`config.mk`:
```
export PLATFORM = sky130hd
export DESIGN_NAME = button_power_mode_controller
export DESIGN_NICKNAME = d
export VERILOG_FILES = /design/src/hw/rtl/bpmc_pkg.sv /design/src/hw/rtl/button_power_mode_controller.sv /design/src/hw/rtl/bpmc_step.sv
export SDC_FILE = /design/constraint.sdc
export NUM_CORES = 1
export LEC_CHECK = 0
export BUFFER_PORTS_ARGS = -buffer_cell sky130_fd_sc_hd__buf_2
export CORE_ASPECT_RATIO = 0.7
export CORE_MARGIN = 2
export CORE_UTILIZATION = 45
export DETAILED_ROUTE_END_ITERATION = 16
export PLACE_DENSITY = 0.71
export SLEW_MARGIN = 25
export SYNTH_ARGS = -nofsm -noshare
export SYNTH_HDL_FRONTEND = slang
export SYNTH_SLANG_ARGS = --single-unit
```
`constraint.sdc`:
```
create_clock -name aclk -period 4.9 [get_ports aclk]
set_clock_uncertainty 0.1 [all_clocks]
set_input_delay 0.245 -clock aclk [delete_from_list [all_inputs] [get_ports aclk]]
set_output_delay 0.245 -clock aclk [all_outputs]
set_load 0.02 [all_outputs]
```
`src/hw/rtl/bpmc_pkg.sv`:
```
// Package: shared types and codes for the button power-mode controller.
package bpmc_pkg;

    // Device states (3-bit field; codes 5 to 7 can be loaded and are kept)
    localparam logic [2:0] ST_OFF      = 3'd0;
    localparam logic [2:0] ST_HEATING  = 3'd1;
    localparam logic [2:0] ST_READY    = 3'd2;
    localparam logic [2:0] ST_ON       = 3'd3;
    localparam logic [2:0] ST_OVERTEMP = 3'd4;

    // LED colour codes
    localparam logic [1:0] COL_OFF   = 2'd0;
    localparam logic [1:0] COL_RED   = 2'd1;
    localparam logic [1:0] COL_GREEN = 2'd2;
    localparam logic [1:0] COL_UNSET = 2'd3;

    // Power enable bit positions
    localparam int EN_LASER_HI = 0;
    localparam int EN_LASER_LO = 1;
    localparam int EN_HEATER   = 2;
    localparam int EN_COOLER   = 3;

    // Configuration register indexes
    localparam logic [1:0] CFG_LONG_PRESS = 2'd0;
    localparam logic [1:0] CFG_CLICK_MIN  = 2'd1;
    localparam logic [1:0] CFG_CLICK_GAP  = 2'd2;

    localparam logic [11:0] LONG_PRESS_RESET = 12'd1000;
    localparam logic [7:0]  CLICK_MIN_RESET  = 8'd3;
    localparam logic [7:0]  CLICK_GAP_RESET  = 8'd5;
    localparam logic [3:0]  FLASH_RESET      = 4'd9;

    typedef enum logic [2:0] {
        PH_IDLE   = 3'd0,
        PH_HALT1  = 3'd1,
        PH_HALT2  = 3'd2,
        PH_CLICK1 = 3'd4,
        PH_CLICK2 = 3'd5
    } phase_t;

    typedef struct packed {
        logic       switch_released;
        logic       blink_tick;
        logic       state_write;
        logic [2:0] state_value;
    } bpmc_in_t;

    typedef struct packed {
        logic [2:0] device_mode;
        logic       laser_high_enable;
        logic       laser_low_enable;
        logic       heater_enable;
        logic       cooler_enable;
        logic       led_red;
        logic       led_grn;
        logic       expander_write;
        logic       short_click;
        logic       long_press;
        logic       double_click;
    } bpmc_out_t;

    typedef struct packed {
        logic [11:0] long_press_ticks;
        logic [7:0]  click_min_ticks;
        logic [7:0]  click_gap_ticks;
    } bpmc_cfg_t;

    typedef struct packed {
        phase_t      phase;
        logic [11:0] counter;
        logic [2:0]  dev;
        logic [3:0]  enables;
        logic [3:0]  flash;
        logic [1:0]  colour;
    } bpmc_state_t;

endpackage

```
`src/hw/rtl/button_power_mode_controller.sv`:
```
// Top level: button power-mode controller with input and result registers.
//
// One item per clock is accepted unless the output is stalled, and one result
// item is returned for each. An item is captured in the input register,
// processed in one pass of the step logic (button classifier, long-press mode
// stepping, LED blink) and written to the result register once that register
// is empty or its item is taken; while the output is stalled the item waits in
// the input register. The device state and press counter update when an
// item moves into the result register, which is what limits the rate to one
// item per cycle. Configuration registers may be written only while no item
// is in flight; the write port is always ready, and writes to index 3 are
// ignored.
module button_power_mode_controller (
    input  logic                aclk,
    input  logic                aresetn,
    input  logic                s_valid,
    output logic                s_ready,
    input  bpmc_pkg::bpmc_in_t  s_data,
    output logic                m_valid,
    input  logic                m_ready,
    output bpmc_pkg::bpmc_out_t m_data,
    input  logic                cfg_valid,
    output logic                cfg_ready,
    input  logic [1:0]          cfg_index,
    input  logic [11:0]         cfg_data
);

    logic                  in_valid_reg;
    bpmc_pkg::bpmc_in_t    in_data_reg;
    logic                  out_valid_reg;
    bpmc_pkg::bpmc_out_t   out_data_reg;
    bpmc_pkg::bpmc_cfg_t   cfg_reg;
    bpmc_pkg::bpmc_state_t state_reg;
    bpmc_pkg::bpmc_state_t state_next;
    bpmc_pkg::bpmc_out_t   result;
    logic                  advance;

    assign advance   = in_valid_reg && (!out_valid_reg || m_ready);
    assign s_ready   = !in_valid_reg || advance;
    assign m_valid   = out_valid_reg;
    assign m_data    = out_data_reg;
    assign cfg_ready = 1'b1;

    bpmc_step u_step (
        .cur  (state_reg),
        .item (in_data_reg),
        .cfg  (cfg_reg),
        .nxt  (state_next),
        .res  (result)
    );

    always_ff @(posedge aclk) begin
        if (!aresetn) begin
            in_valid_reg  <= 1'b0;
            out_valid_reg <= 1'b0;
        end else begin
            if (s_ready) begin
                in_valid_reg <= s_valid;
            end
            if (advance) begin
                out_valid_reg <= 1'b1;
            end else if (m_ready) begin
                out_valid_reg <= 1'b0;
            end
        end
    end

    always_ff @(posedge aclk) begin
        if (s_ready && s_valid) begin
            in_data_reg <= s_data;
        end
        if (advance) begin
            out_data_reg <= result;
        end
    end

    always_ff @(posedge aclk) begin
        if (!aresetn) begin
            state_reg.phase   <= bpmc_pkg::PH_IDLE;
            state_reg.counter <= bpmc_pkg::LONG_PRESS_RESET;
            state_reg.dev     <= bpmc_pkg::ST_OFF;
            state_reg.enables <= 4'd0;
            state_reg.flash   <= bpmc_pkg::FLASH_RESET;
            state_reg.colour  <= bpmc_pkg::COL_UNSET;
        end else if (advance) begin
            state_reg <= state_next;
        end
    end

    always_ff @(posedge aclk) begin
        if (!aresetn) begin
            cfg_reg.long_press_ticks <= bpmc_pkg::LONG_PRESS_RESET;
            cfg_reg.click_min_ticks  <= bpmc_pkg::CLICK_MIN_RESET;
            cfg_reg.click_gap_ticks  <= bpmc_pkg::CLICK_GAP_RESET;
        end else if (cfg_valid) begin
            case (cfg_index)
                bpmc_pkg::CFG_LONG_PRESS: cfg_reg.long_press_ticks <= cfg_data;
                bpmc_pkg::CFG_CLICK_MIN:  cfg_reg.click_min_ticks  <= cfg_data[7:0];
                bpmc_pkg::CFG_CLICK_GAP:  cfg_reg.click_gap_ticks  <= cfg_data[7:0];
                default: begin
                end
            endcase
        end
    end

endmodule

```
`src/hw/rtl/bpmc_step.sv`:
```
// Next-state and result logic for one tick of the controller.
module bpmc_step (
    input  bpmc_pkg::bpmc_state_t cur,
    input  bpmc_pkg::bpmc_in_t    item,
    input  bpmc_pkg::bpmc_cfg_t   cfg,
    output bpmc_pkg::bpmc_state_t nxt,
    output bpmc_pkg::bpmc_out_t   res
);

    logic [12:0] min_sum;
    logic [12:0] gap_sum;
    logic        below_min;
    logic        below_gap;
    logic [11:0] cnt_dec;
    logic        wrote;
    logic        ev_short;
    logic        ev_long;
    logic        ev_double;
    logic        col_req;
    logic [1:0]  col_val;

    // counter < ticks - margin, rewritten to avoid a signed threshold
    assign min_sum   = {1'b0, cur.counter} + {5'd0, cfg.click_min_ticks};
    assign gap_sum   = {1'b0, cur.counter} + {5'd0, cfg.click_gap_ticks};
    assign below_min = min_sum < {1'b0, cfg.long_press_ticks};
    assign below_gap = gap_sum < {1'b0, cfg.long_press_ticks};
    // hold at zero instead of wrapping
    assign cnt_dec   = (cur.counter != 12'd0) ? cur.counter - 12'd1 : cur.counter;

    always_comb begin
        nxt       = cur;
        wrote     = 1'b0;
        ev_short  = 1'b0;
        ev_long   = 1'b0;
        ev_double = 1'b0;
        col_req   = 1'b0;
        col_val   = bpmc_pkg::COL_OFF;

        if (item.state_write) begin
            nxt.dev = item.state_value;
        end

        case (cur.phase)
            bpmc_pkg::PH_IDLE: begin
                if (item.switch_released) begin
                    if (below_min) begin
                        nxt.phase = bpmc_pkg::PH_CLICK1;
                    end
                    nxt.counter = cfg.long_press_ticks;
                end else if (cur.counter == 12'd0) begin
                    nxt.phase = bpmc_pkg::PH_HALT1;
                    ev_long   = 1'b1;
                    wrote     = 1'b1;
                    case (nxt.dev)
                        bpmc_pkg::ST_OFF, bpmc_pkg::ST_OVERTEMP: begin
                            nxt.dev = bpmc_pkg::ST_HEATING;
                            nxt.enables[bpmc_pkg::EN_COOLER] = 1'b1;
                        end
                        bpmc_pkg::ST_HEATING: begin
                            nxt.dev = bpmc_pkg::ST_OFF;
                            nxt.enables[bpmc_pkg::EN_COOLER] = 1'b0;
                        end
                        bpmc_pkg::ST_READY: begin
                            nxt.dev = bpmc_pkg::ST_ON;
                            nxt.enables[bpmc_pkg::EN_LASER_HI] = 1'b1;
                            nxt.enables[bpmc_pkg::EN_LASER_LO] = 1'b1;
                            nxt.enables[bpmc_pkg::EN_HEATER]   = 1'b1;
                        end
                        bpmc_pkg::ST_ON: begin
                            nxt.dev     = bpmc_pkg::ST_OFF;
                            nxt.enables = 4'd0;
                        end
                        default: begin
                            nxt.dev = bpmc_pkg::ST_OFF;
                        end
                    endcase
                end else begin
                    nxt.counter = cnt_dec;
                end
            end
            bpmc_pkg::PH_CLICK1: begin
                if (item.switch_released) begin
                    nxt.counter = cnt_dec;
                    if (below_gap) begin
                        ev_short    = 1'b1;
                        wrote       = 1'b1;
                        nxt.dev     = bpmc_pkg::ST_OFF;
                        nxt.enables = 4'd0;
                        nxt.phase   = bpmc_pkg::PH_IDLE;
                        nxt.counter = cfg.long_press_ticks;
                    end
                end else begin
                    ev_double   = 1'b1;
                    nxt.phase   = bpmc_pkg::PH_CLICK2;
                    nxt.counter = cfg.long_press_ticks;
                end
            end
            bpmc_pkg::PH_CLICK2: begin
                if (item.switch_released) begin
                    nxt.phase   = bpmc_pkg::PH_IDLE;
                    nxt.counter = cfg.long_press_ticks;
                end
            end
            bpmc_pkg::PH_HALT1: begin
                if (item.switch_released) begin
                    nxt.phase = bpmc_pkg::PH_HALT2;
                end
            end
            bpmc_pkg::PH_HALT2: begin
                nxt.phase   = bpmc_pkg::PH_IDLE;
                nxt.counter = cfg.long_press_ticks;
            end
            default: begin
                nxt.phase = bpmc_pkg::PH_IDLE;
            end
        endcase

        if (item.blink_tick) begin
            case (nxt.dev)
                bpmc_pkg::ST_OVERTEMP: begin
                    col_req = 1'b1;
                    if (cur.flash > 4'd3) begin
                        col_val   = bpmc_pkg::COL_RED;
                        nxt.flash = 4'd0;
                    end else begin
                        col_val   = bpmc_pkg::COL_OFF;
                        nxt.flash = cur.flash + 4'd1;
                    end
                end
                bpmc_pkg::ST_OFF: begin
                    if (cur.flash > 4'd4) begin
                        col_req   = 1'b1;
                        col_val   = bpmc_pkg::COL_RED;
                        nxt.flash = 4'd0;
                    end else begin
                        nxt.flash = cur.flash + 4'd1;
                    end
                end
                bpmc_pkg::ST_HEATING: begin
                    col_req = 1'b1;
                    if (cur.flash > 4'd3) begin
                        col_val   = bpmc_pkg::COL_GREEN;
                        nxt.flash = 4'd0;
                    end else begin
                        col_val   = bpmc_pkg::COL_RED;
                        nxt.flash = cur.flash + 4'd1;
                    end
                end
                bpmc_pkg::ST_READY: begin
                    col_req = 1'b1;
                    if (cur.flash > 4'd3) begin
                        col_val   = bpmc_pkg::COL_OFF;
                        nxt.flash = 4'd0;
                    end else begin
                        col_val   = bpmc_pkg::COL_GREEN;
                        nxt.flash = cur.flash + 4'd1;
                    end
                end
                bpmc_pkg::ST_ON: begin
                    col_req = 1'b1;
                    col_val = bpmc_pkg::COL_GREEN;
                end
                default: begin
                    col_req = 1'b0;
                end
            endcase
        end

        // a colour change also marks an expander write
        if (col_req && (col_val != cur.colour)) begin
            nxt.colour = col_val;
            wrote      = 1'b1;
        end
    end

    always_comb begin
        res.device_mode       = nxt.dev;
        res.laser_high_enable = nxt.enables[bpmc_pkg::EN_LASER_HI];
        res.laser_low_enable  = nxt.enables[bpmc_pkg::EN_LASER_LO];
        res.heater_enable     = nxt.enables[bpmc_pkg::EN_HEATER];
        res.cooler_enable     = nxt.enables[bpmc_pkg::EN_COOLER];
        res.led_red           = (nxt.colour == bpmc_pkg::COL_RED);
        res.led_grn           = (nxt.colour == bpmc_pkg::COL_GREEN);
        res.expander_write    = wrote;
        res.short_click       = ev_short;
        res.long_press        = ev_long;
        res.double_click      = ev_double;
    end

endmodule

```
=== Word level (Yosys, flattened, before mapping) ===
Index checks and enable logic that the tools add are counted.

* Add/sub/neg operators: 4
* Order comparisons: 4
* Equal/unequal tests: 23
* Muxes and demuxes: 40
* Reductions and logical operators: 26

{| class="wikitable"
|+ Operators with widths
! kind !! count
|-
| $pmux 12 s4 || 1
|-
| $mux 15 || 3
|-
| $add 12x8->13 || 2
|-
| $lt 13x12->1 || 2
|-
| $mux 12 || 2
|-
| $mux 22 || 1
|-
| $mux 7 || 3
|-
| $eq 3x2->1 const B || 5
|-
| $pmux 7 s2 || 1
|-
| $eq 3x3->1 const B || 4
|-
| $logic_not 12->1 || 1
|-
| $mux 3 || 4
|-
| $pmux 3 s4 || 1
|-
| $reduce_bool 12->1 || 1
|-
| $sub 12x1->12 const B || 1
|-
| $mux 1 || 11
|-
| $pmux 2 s5 || 1
|-
| $eq 3x1->1 const B || 3
|-
| $logic_not 3->1 || 3
|-
| $ne 3x2->1 const B || 3
|-
| $mux 2 || 4
|-
| $mux 4 || 2
|-
| $pmux 4 s2 || 1
|-
| $pmux 1 s2 || 3
|-
| other kinds (23) || 34
|}

* Flip-flop bits (word level): 77
* Input bits: 25
* Output and inout bits: 16
* Logic and storage cells: 123

=== Logic depth before layout (Yosys ltp) ===
Gate-level depths: netlist (run 1).

* Word-level depth: 14
* Mapped depth: 21
* Mapped depth without buffers: 20

=== Modules after synthesis ===
Synthesis (run 1) repeated with hierarchy kept, for this count alone.

* Cell total of the unflattened synthesis: 728
* Area, all modules: 5814.3 µm²

{| class="wikitable"
|+ Modules (own cells, without submodules)
! module !! instances !! cells an instance !! area an instance (µm²) !! seq. area each (µm²)
|-
| bpmc_step || 1 || 461 || 3034.2 || 0.0
|-
| button_power_mode_controller || 1 || 267 || 2780.2 || 1731.7
|}

=== Least setup slack after synthesis (run 1) ===
OpenSTA, ideal clock, no wires.

* Path type: register to register
* Start point: reg state_reg[13] in the netlist's numbering
* End point: reg out_data_reg (netlist bit m_data[5]), data pin
* Library setup time: 0.260 ns
* Arrival: 4.026 ns
* Required time: 4.540 ns
* Slack: 0.514 ns
* Stages on the path, launching flop included: 21
* Path buffers: 0
* Period minus slack after synthesis: 4.386 ns
* Cell sequence: dfxtp_1 > ha_1 > inv_1 > fa_1 > nand2b_1 > a21o_1 > nand2_1 > a21o_1 > a21oi_1 > nor2_1 > xor2_1 > ha_1 > a21o_1 > a2111oi_4 > o31ai_1 > nor3_2 > nand2b_2 > inv_2 > a211o_1 > o211ai_4 > mux2_4

{| class="wikitable"
|+ RTL lines
! element !! RTL line !! RTL
|-
| start: declaration || button_power_mode_controller.sv:33 || <nowiki>bpmc_pkg::bpmc_state_t state_reg;</nowiki>
|-
| start signal: assignment || button_power_mode_controller.sv:86 || <nowiki>state_reg <= state_next;</nowiki>
|-
| end signal: assignment || button_power_mode_controller.sv:73 || <nowiki>out_data_reg <= result;</nowiki>
|-
| end: declaration || button_power_mode_controller.sv:31 || <nowiki>bpmc_pkg::bpmc_out_t out_data_reg;</nowiki>
|}

==> impl_metrics.env, run 1 <==
export IMPL_status="complete, no violations"
export IMPL_n_antenna_cell=0
export IMPL_io_pins=41
export IMPL_yosys_warnings=0
export IMPL_r2r_start="state_reg[13]"
export IMPL_drtPass1Iterations=5
export IMPL_wirelength_um=13850
export IMPL_final_common_cell="dfxtp_1"
export IMPL_coreArea_um2=11170
export IMPL_fillCellCount=997
export IMPL_ys_types=73
export IMPL_synthToLayoutAreaGrowth_pct=12.91
export IMPL_dpl_worst_slack_ns=0.1411
export IMPL_fp_dieW_um=132.8
export IMPL_crit_arrival_ns=4.72
export IMPL_grt_pass1_wl_um=22230
export IMPL_cp_max_fo=7
export IMPL_drv_slew=0
export IMPL_final_cell_mix="dfxtp_1 (55), nand2_1 (54), a21oi_1 (51)"
export IMPL_cpMaxStageDelayCell="fa_1"
export IMPL_finalSetupViolCount=0
export IMPL_dpl_hpwl_um=10360
export IMPL_required_ns=4.89
export IMPL_clock_latency_ns=0.34
export IMPL_hold_path_end="cfg_reg[24]"
export IMPL_total_power_mw=1.758
export IMPL_numCtsBuffers=9
export IMPL_setup_ws_ns=0.1769
export IMPL_slew_limit_headroom=0.3201
export IMPL_initial_core_util=0.4675
export IMPL_ant_nets=0
export IMPL_hold_depth=3
export IMPL_grt_max_degree=34
export IMPL_synth_nets=676
export IMPL_cts_sinks=77
export IMPL_drt_iter0_markers=454
export IMPL_worst_pin_slew_ns=1.019
export IMPL_hold_viol=0
export IMPL_ys_seq_elements=77
export IMPL_synth_edff_count=19
export IMPL_powerDensity_nw_per_um2=298.2
export IMPL_wl_per_cell_um=17.43
export IMPL_reg2regPathDepth=20
export IMPL_cts_root_buf="clkbuf_16"
export IMPL_die_h_um=94.13
export IMPL_path_common_cell="a21o_1"
export IMPL_synth_seq_area_share=0.3316
export IMPL_r2r_end="m_data[5]"
export IMPL_die_area_um2=12500
export IMPL_cts_tree="built"
export IMPL_nets=705
export IMPL_power_leakage_nw=2.473
export IMPL_cpLargestDelayFamily="compound AO/OA/AOI/OAI gates"
export IMPL_synth_ff_type="dfxtp_1"
export IMPL_post_route_period_util=0.9639
export IMPL_htreeDepth=3
export IMPL_globalplace_congestion=1.006
export IMPL_period_minus_slack_ns=4.723
export IMPL_cpPeakStageDelay_ns=0.39
export IMPL_overflow=0
export IMPL_post_route_util=0.5279
export IMPL_std_cell_rows=32
export IMPL_drv_cap=0
export IMPL_irDropWorstVdd_mv=0.1803
export IMPL_track_usage=0.2266
export IMPL_grt_pass1_vias=4247
export IMPL_antenna_found_initial=0
export IMPL_hold_path_startpoint="cfg_data[8]"
export IMPL_cts_buffer_depth=2
export IMPL_portBuffers=39
export IMPL_cts_reportedPaths_clkPinSlew_ns=0.06
export IMPL_avgSynthCellArea_um2=8.590
export IMPL_vias_per_cell=5.928
export IMPL_end_kind="flip-flop"
export IMPL_via_count=4713
export IMPL_synthesis_area_um2=5223
export IMPL_critPathKind="reg -> reg"
export IMPL_critPathBufInv=2
export IMPL_drive_gt1_frac=0.1386
export IMPL_route_detailed_drc=0
export IMPL_syn_inst=608
export IMPL_path_cells="ha_1 > inv_1 > fa_1 > nand2b_1 > a21o_1 > nand2_1 > a21o_1 > a21oi_1 > nor2_1 > xor2_1 > ha_1 > a21o_1 > a2111oi_4 > o31ai_4 > nor3_4 > nand2b_4 > inv_2 > a211o_4 > o211ai_4 > mux2_4"
export IMPL_hold_path_class="in -> reg"
export IMPL_setup_worst_path_start_class="flip-flop"
export IMPL_async_reset_ff_frac=0
export IMPL_fmax_mhz=211.7
export IMPL_reg2reg_slack_ns=0.18
## cell type report
type                            instances  area [um2]  share of cell area
Clock buffer                           10       229.0             0.03883
Clock inverter                          6       62.56             0.01061
Inverter                               37       138.9             0.02355
Multi-Input combinational cell        461        3239              0.5493
Sequential cell                        77        1735              0.2943
Tap cell                              153       191.4             0.03246
Timing Repair Buffer                   51       300.3             0.05092
## kinds of logic (layout without fill, tap and decap cells)
| family | count (synthesis) | count (layout) | synth area share |
|---|---|---|---|
| other | 1 | 1 | 0.0007180 |
| xor gates and xnor gates | 23 | 23 | 0.03857 |
| and+or+nand+nor | 191 | 191 | 0.1850 |
| muxes | 30 | 30 | 0.05989 |
| adders and majority gates | 43 | 43 | 0.1059 |
| AOI/OAI and AO/OA | 173 | 173 | 0.2207 |
| DFF | 77 | 77 | 0.3316 |
| buffers and inverters | 70 | 104 | 0.05774 |
## cells in the mapped netlist, drive strengths merged (12+ instances only)
| cell type | instances | area share |
|---|---|---|
| xnor2 | 15 | 0.025 |
| nand2 | 54 | 0.039 |
| mux2i | 23 | 0.044 |
| inv | 37 | 0.027 |
| nor2 | 47 | 0.034 |
| buf | 14 | 0.017 |
| dfxtp | 58 | 0.22 |
| clkbuf | 19 | 0.014 |
| nand3 | 12 | 0.012 |
| edfxtp | 19 | 0.11 |
| a21oi | 51 | 0.049 |
| o211ai | 20 | 0.031 |
| a21o | 14 | 0.020 |
| ha | 41 | 0.098 |
| nor3 | 15 | 0.016 |
| nor4 | 13 | 0.018 |
| o21ai | 36 | 0.034 |
## metal layers
| layer | routed length [um] | track usage | up-vias |
|---|---|---|---|
| met5 | 0 | 0 | - |
| met4 | 155 | 0.06631 | 0 |
| met3 | 1114 | 0.05178 | 20 |
| met2 | 5553 | 0.3234 | 188 |
| met1 | 7030 | 0.3365 | 2228 |
| li1 | - | - | 2277 |
## worst min-delay path: cells and delay by family
| family | cells | cell delay, ns |
|---|---|---|
| AO/OA/AOI/OAI | 1 | 0.07 |
| buffers and inverters | 1 | 0.08 |
| AND/OR/NAND/NOR | 1 | 0.04 |
## report_power, final
group	leakage [nW]	total (mW)	switching (mW)	internal (mW)
clock network	0.137	0.659	0.266	0.393
registers	0.658	0.719	0.0357	0.683
logic	1.68	0.380	0.224	0.156
## how the worst max path moves through the flow
stage               depth (start not counted)         to     startpoint
CTS                                        20  m_data[5]  state_reg[13]
finish                                     20  m_data[5]  state_reg[13]
floorplan                                  20  m_data[5]  state_reg[13]
global route                               20  m_data[5]  state_reg[13]
global placement                           20  m_data[5]  state_reg[13]
detailed placement                         20  m_data[5]  state_reg[13]
## timing repair
item / in CTS / in global routing
hold buffers: 6 / 0
setup buffers: 0 / 1
hold endpoints to repair: 6 / 0
endpoints found under the setup margin: 0 / 11
gates resized for setup: 0 / 10
## through the flow
stage / area, um2 / setup TNS, ns / instances / hold WS, ns
2_1_floorplan: 5223 / 0 / 608 / 0.2439
3_3_place_gp: 5489 / 0 / 772 / 0.3244
3_5_place_dp: 5495 / 0 / 772 / 0.3240
4_1_cts: 5847 / 0 / 794 / 0.02622
5_1_grt: 5897 / -0.005705 / 795 / 0.03354
6_report: 5897 / 0 / 795 / 0.03441
No activity file was read; power rests on OpenSTA's default activity.
==> run 2: changes to the inputs <==
--- a/config.mk
+++ b/config.mk
@@ -5,12 +5,12 @@
 export SDC_FILE = /design/constraint.sdc
 export NUM_CORES = 1
 export LEC_CHECK = 0
-export BUFFER_PORTS_ARGS = -buffer_cell sky130_fd_sc_hd__buf_2
 export CORE_ASPECT_RATIO = 0.7
 export CORE_MARGIN = 2
 export CORE_UTILIZATION = 45
 export DETAILED_ROUTE_END_ITERATION = 16
-export PLACE_DENSITY = 0.71
+export DONT_BUFFER_PORTS = 1
+export PLACE_DENSITY = 0.68
 export SLEW_MARGIN = 25
 export SYNTH_ARGS = -nofsm -noshare
 export SYNTH_HDL_FRONTEND = slang
==> impl_metrics.env, run 2 (synthesis gave the netlist of run 1 again) <==
export IMPL_status="complete, no violations"
export IMPL_portBuffers=0
export IMPL_total_power_mw=1.730
export IMPL_critPathKind="reg -> reg"
export IMPL_cp_max_fo=10
export IMPL_grt_pass1_vias=4298
export IMPL_final_common_cell="dfxtp_1"
export IMPL_antenna_found_initial=0
export IMPL_fin_cells=772
export IMPL_std_cell_rows=32
export IMPL_reg2reg_slack_ns=0.24
export IMPL_end_kind="flip-flop"
export IMPL_coreArea_um2=11170
export IMPL_ant_nets=0
export IMPL_finalSetupViolCount=0
export IMPL_fp_dieW_um=132.8
export IMPL_path_cells="ha_1 > o211ai_1 > a21o_1 > nand2_1 > a21o_1 > a21oi_1 > nor2_1 > xor2_1 > ha_1 > a21o_1 > a2111oi_4 > o31ai_4 > nor3_4 > nand2b_4 > inv_2 > a211o_4 > o211ai_4 > mux2_4"
export IMPL_drive_gt1_frac=0.08885
export IMPL_cp_num_cells=18
export IMPL_design_area_um2=5852
export IMPL_n_antenna_cell=0
export IMPL_place_area_um2=5301
export IMPL_wirelength_um=14070
export IMPL_synthToLayoutAreaGrowth_pct=12.05
export IMPL_drv_cap=0
export IMPL_grt_max_degree=34
export IMPL_r2r_end="m_data[5]"
export IMPL_r2r_start="state_reg[16]"
export IMPL_drv_slew=0
export IMPL_hold_viol=0
export IMPL_crit_arrival_ns=4.66
export IMPL_slew_limit_headroom=0.3252
export IMPL_powerDensity_nw_per_um2=295.6
export IMPL_cpLargestDelayFamily="compound AO/OA/AOI/OAI gates"
export IMPL_drt_iter0_markers=481
export IMPL_cts_tree="built"
export IMPL_clock_latency_ns=0.34
export IMPL_die_h_um=94.13
export IMPL_track_usage=0.2332
export IMPL_numCtsBuffers=9
export IMPL_path_common_cell="a21o_1"
export IMPL_holdWs_ns=0.01964
export IMPL_post_route_util=0.5239
export IMPL_cts_root_buf="clkbuf_16"
export IMPL_cpMaxStageDelayCell="dfxtp_1"
export IMPL_cp_startpoint="state_reg[16]"
export IMPL_required_ns=4.90
export IMPL_cts_sinks=77
export IMPL_post_route_period_util=0.9518
export IMPL_final_cell_mix="dfxtp_1 (56), nand2_1 (54), a21oi_1 (50)"
export IMPL_grt_pass1_wl_um=22820
export IMPL_hold_path_class="in -> reg"
export IMPL_critPathBufInv=1
export IMPL_io_pins=41
export IMPL_cts_buffer_depth=2
export IMPL_vias_per_cell=6.076
export IMPL_initial_core_util=0.4675
export IMPL_worst_pin_slew_ns=1.011
export IMPL_setup_ws_ns=0.2360
export IMPL_die_area_um2=12500
export IMPL_overflow=0
export IMPL_setup_worst_path_start_class="flip-flop"
export IMPL_endpoint="m_data[5]"
export IMPL_htreeDepth=3
export IMPL_via_count=4691
export IMPL_nets=682
export IMPL_period_minus_slack_ns=4.664
export IMPL_dpl_hpwl_um=10610
export IMPL_dpl_worst_slack_ns=0.1774
export IMPL_fmax_mhz=214.4
export IMPL_wl_per_cell_um=18.22
export IMPL_reg2regPathDepth=18
export IMPL_drtPass1Iterations=5
export IMPL_globalplace_congestion=0.9878
export IMPL_dp_cells=734
export IMPL_route_detailed_drc=0
export IMPL_power_leakage_nw=2.377
export IMPL_cpPeakStageDelay_ns=0.51
export IMPL_cts_reportedPaths_clkPinSlew_ns=0.07
export IMPL_irDropWorstVdd_mv=0.1885
export IMPL_fin_tns_setup_ns=0
[run 2: area by class of cell]
class                      instances  area (um2)
sequential                        77        1737
inverter                          37       138.9
tap                              153       191.4
timing repair buffer              28       260.3
clock buffer                       9       225.2
fill                            1003        5319
multi-input combinational        461        3244
clock inverter                     7       55.05
[run 2: how the worst min path moves through the flow]
| stage | startpoint | end | cells past startpoint |
|---|---|---|---|
| final | m_ready | m_valid | 3 |
| after global routing | m_ready | m_valid | 3 |
| after CTS | cfg_data[2] | cfg_reg[18] | 2 |
| after detailed placement | aresetn | cfg_reg[9] | 1 |
| after global placement | aresetn | cfg_reg[9] | 1 |
| after floorplan | s_data[0] | in_data_reg[0] | 0 |
[run 2: worst reg2reg max path, stage by stage, from the launching register on]
cell and delay, ns:
dfxtp_1 0.51, ha_1 0.34, o211ai_1 0.19, a21o_1 0.13, nand2_1 0.08, a21o_1 0.18
a21oi_1 0.25, nor2_1 0.10, xor2_1 0.15, ha_1 0.31, a21o_1 0.21, a2111oi_4 0.38
o31ai_4 0.14, nor3_4 0.30, nand2b_4 0.21, inv_2 0.09, a211o_4 0.35, o211ai_4 0.11
mux2_4 0.31
[run 2: routing by layer]
| metal | wire length [um] | global-route usage | up-vias | share of wire |
|---|---|---|---|---|
| met4 | 180 | 0.06183 | 0 | 0.013 |
| met2 | 5539 | 0.3243 | 225 | 0.39 |
| met5 | 0 | 0 | - | 0 |
| li1 | - | - | 2240 | - |
| met1 | 7140 | 0.3502 | 2209 | 0.51 |
| met3 | 1207 | 0.06149 | 17 | 0.086 |
[run 2: timing repair]
item,in CTS,in global routing
setup endpoints to repair,0,18
endpoints found under the hold margin,49,1
resized for setup,0,13
hold buffers,21,1
setup buffers,0,0
[run 2: power by group]
group | internal, mW | switching, mW
clock | 0.349 | 0.284
combinational | 0.155 | 0.214
sequential | 0.683 | 0.0445
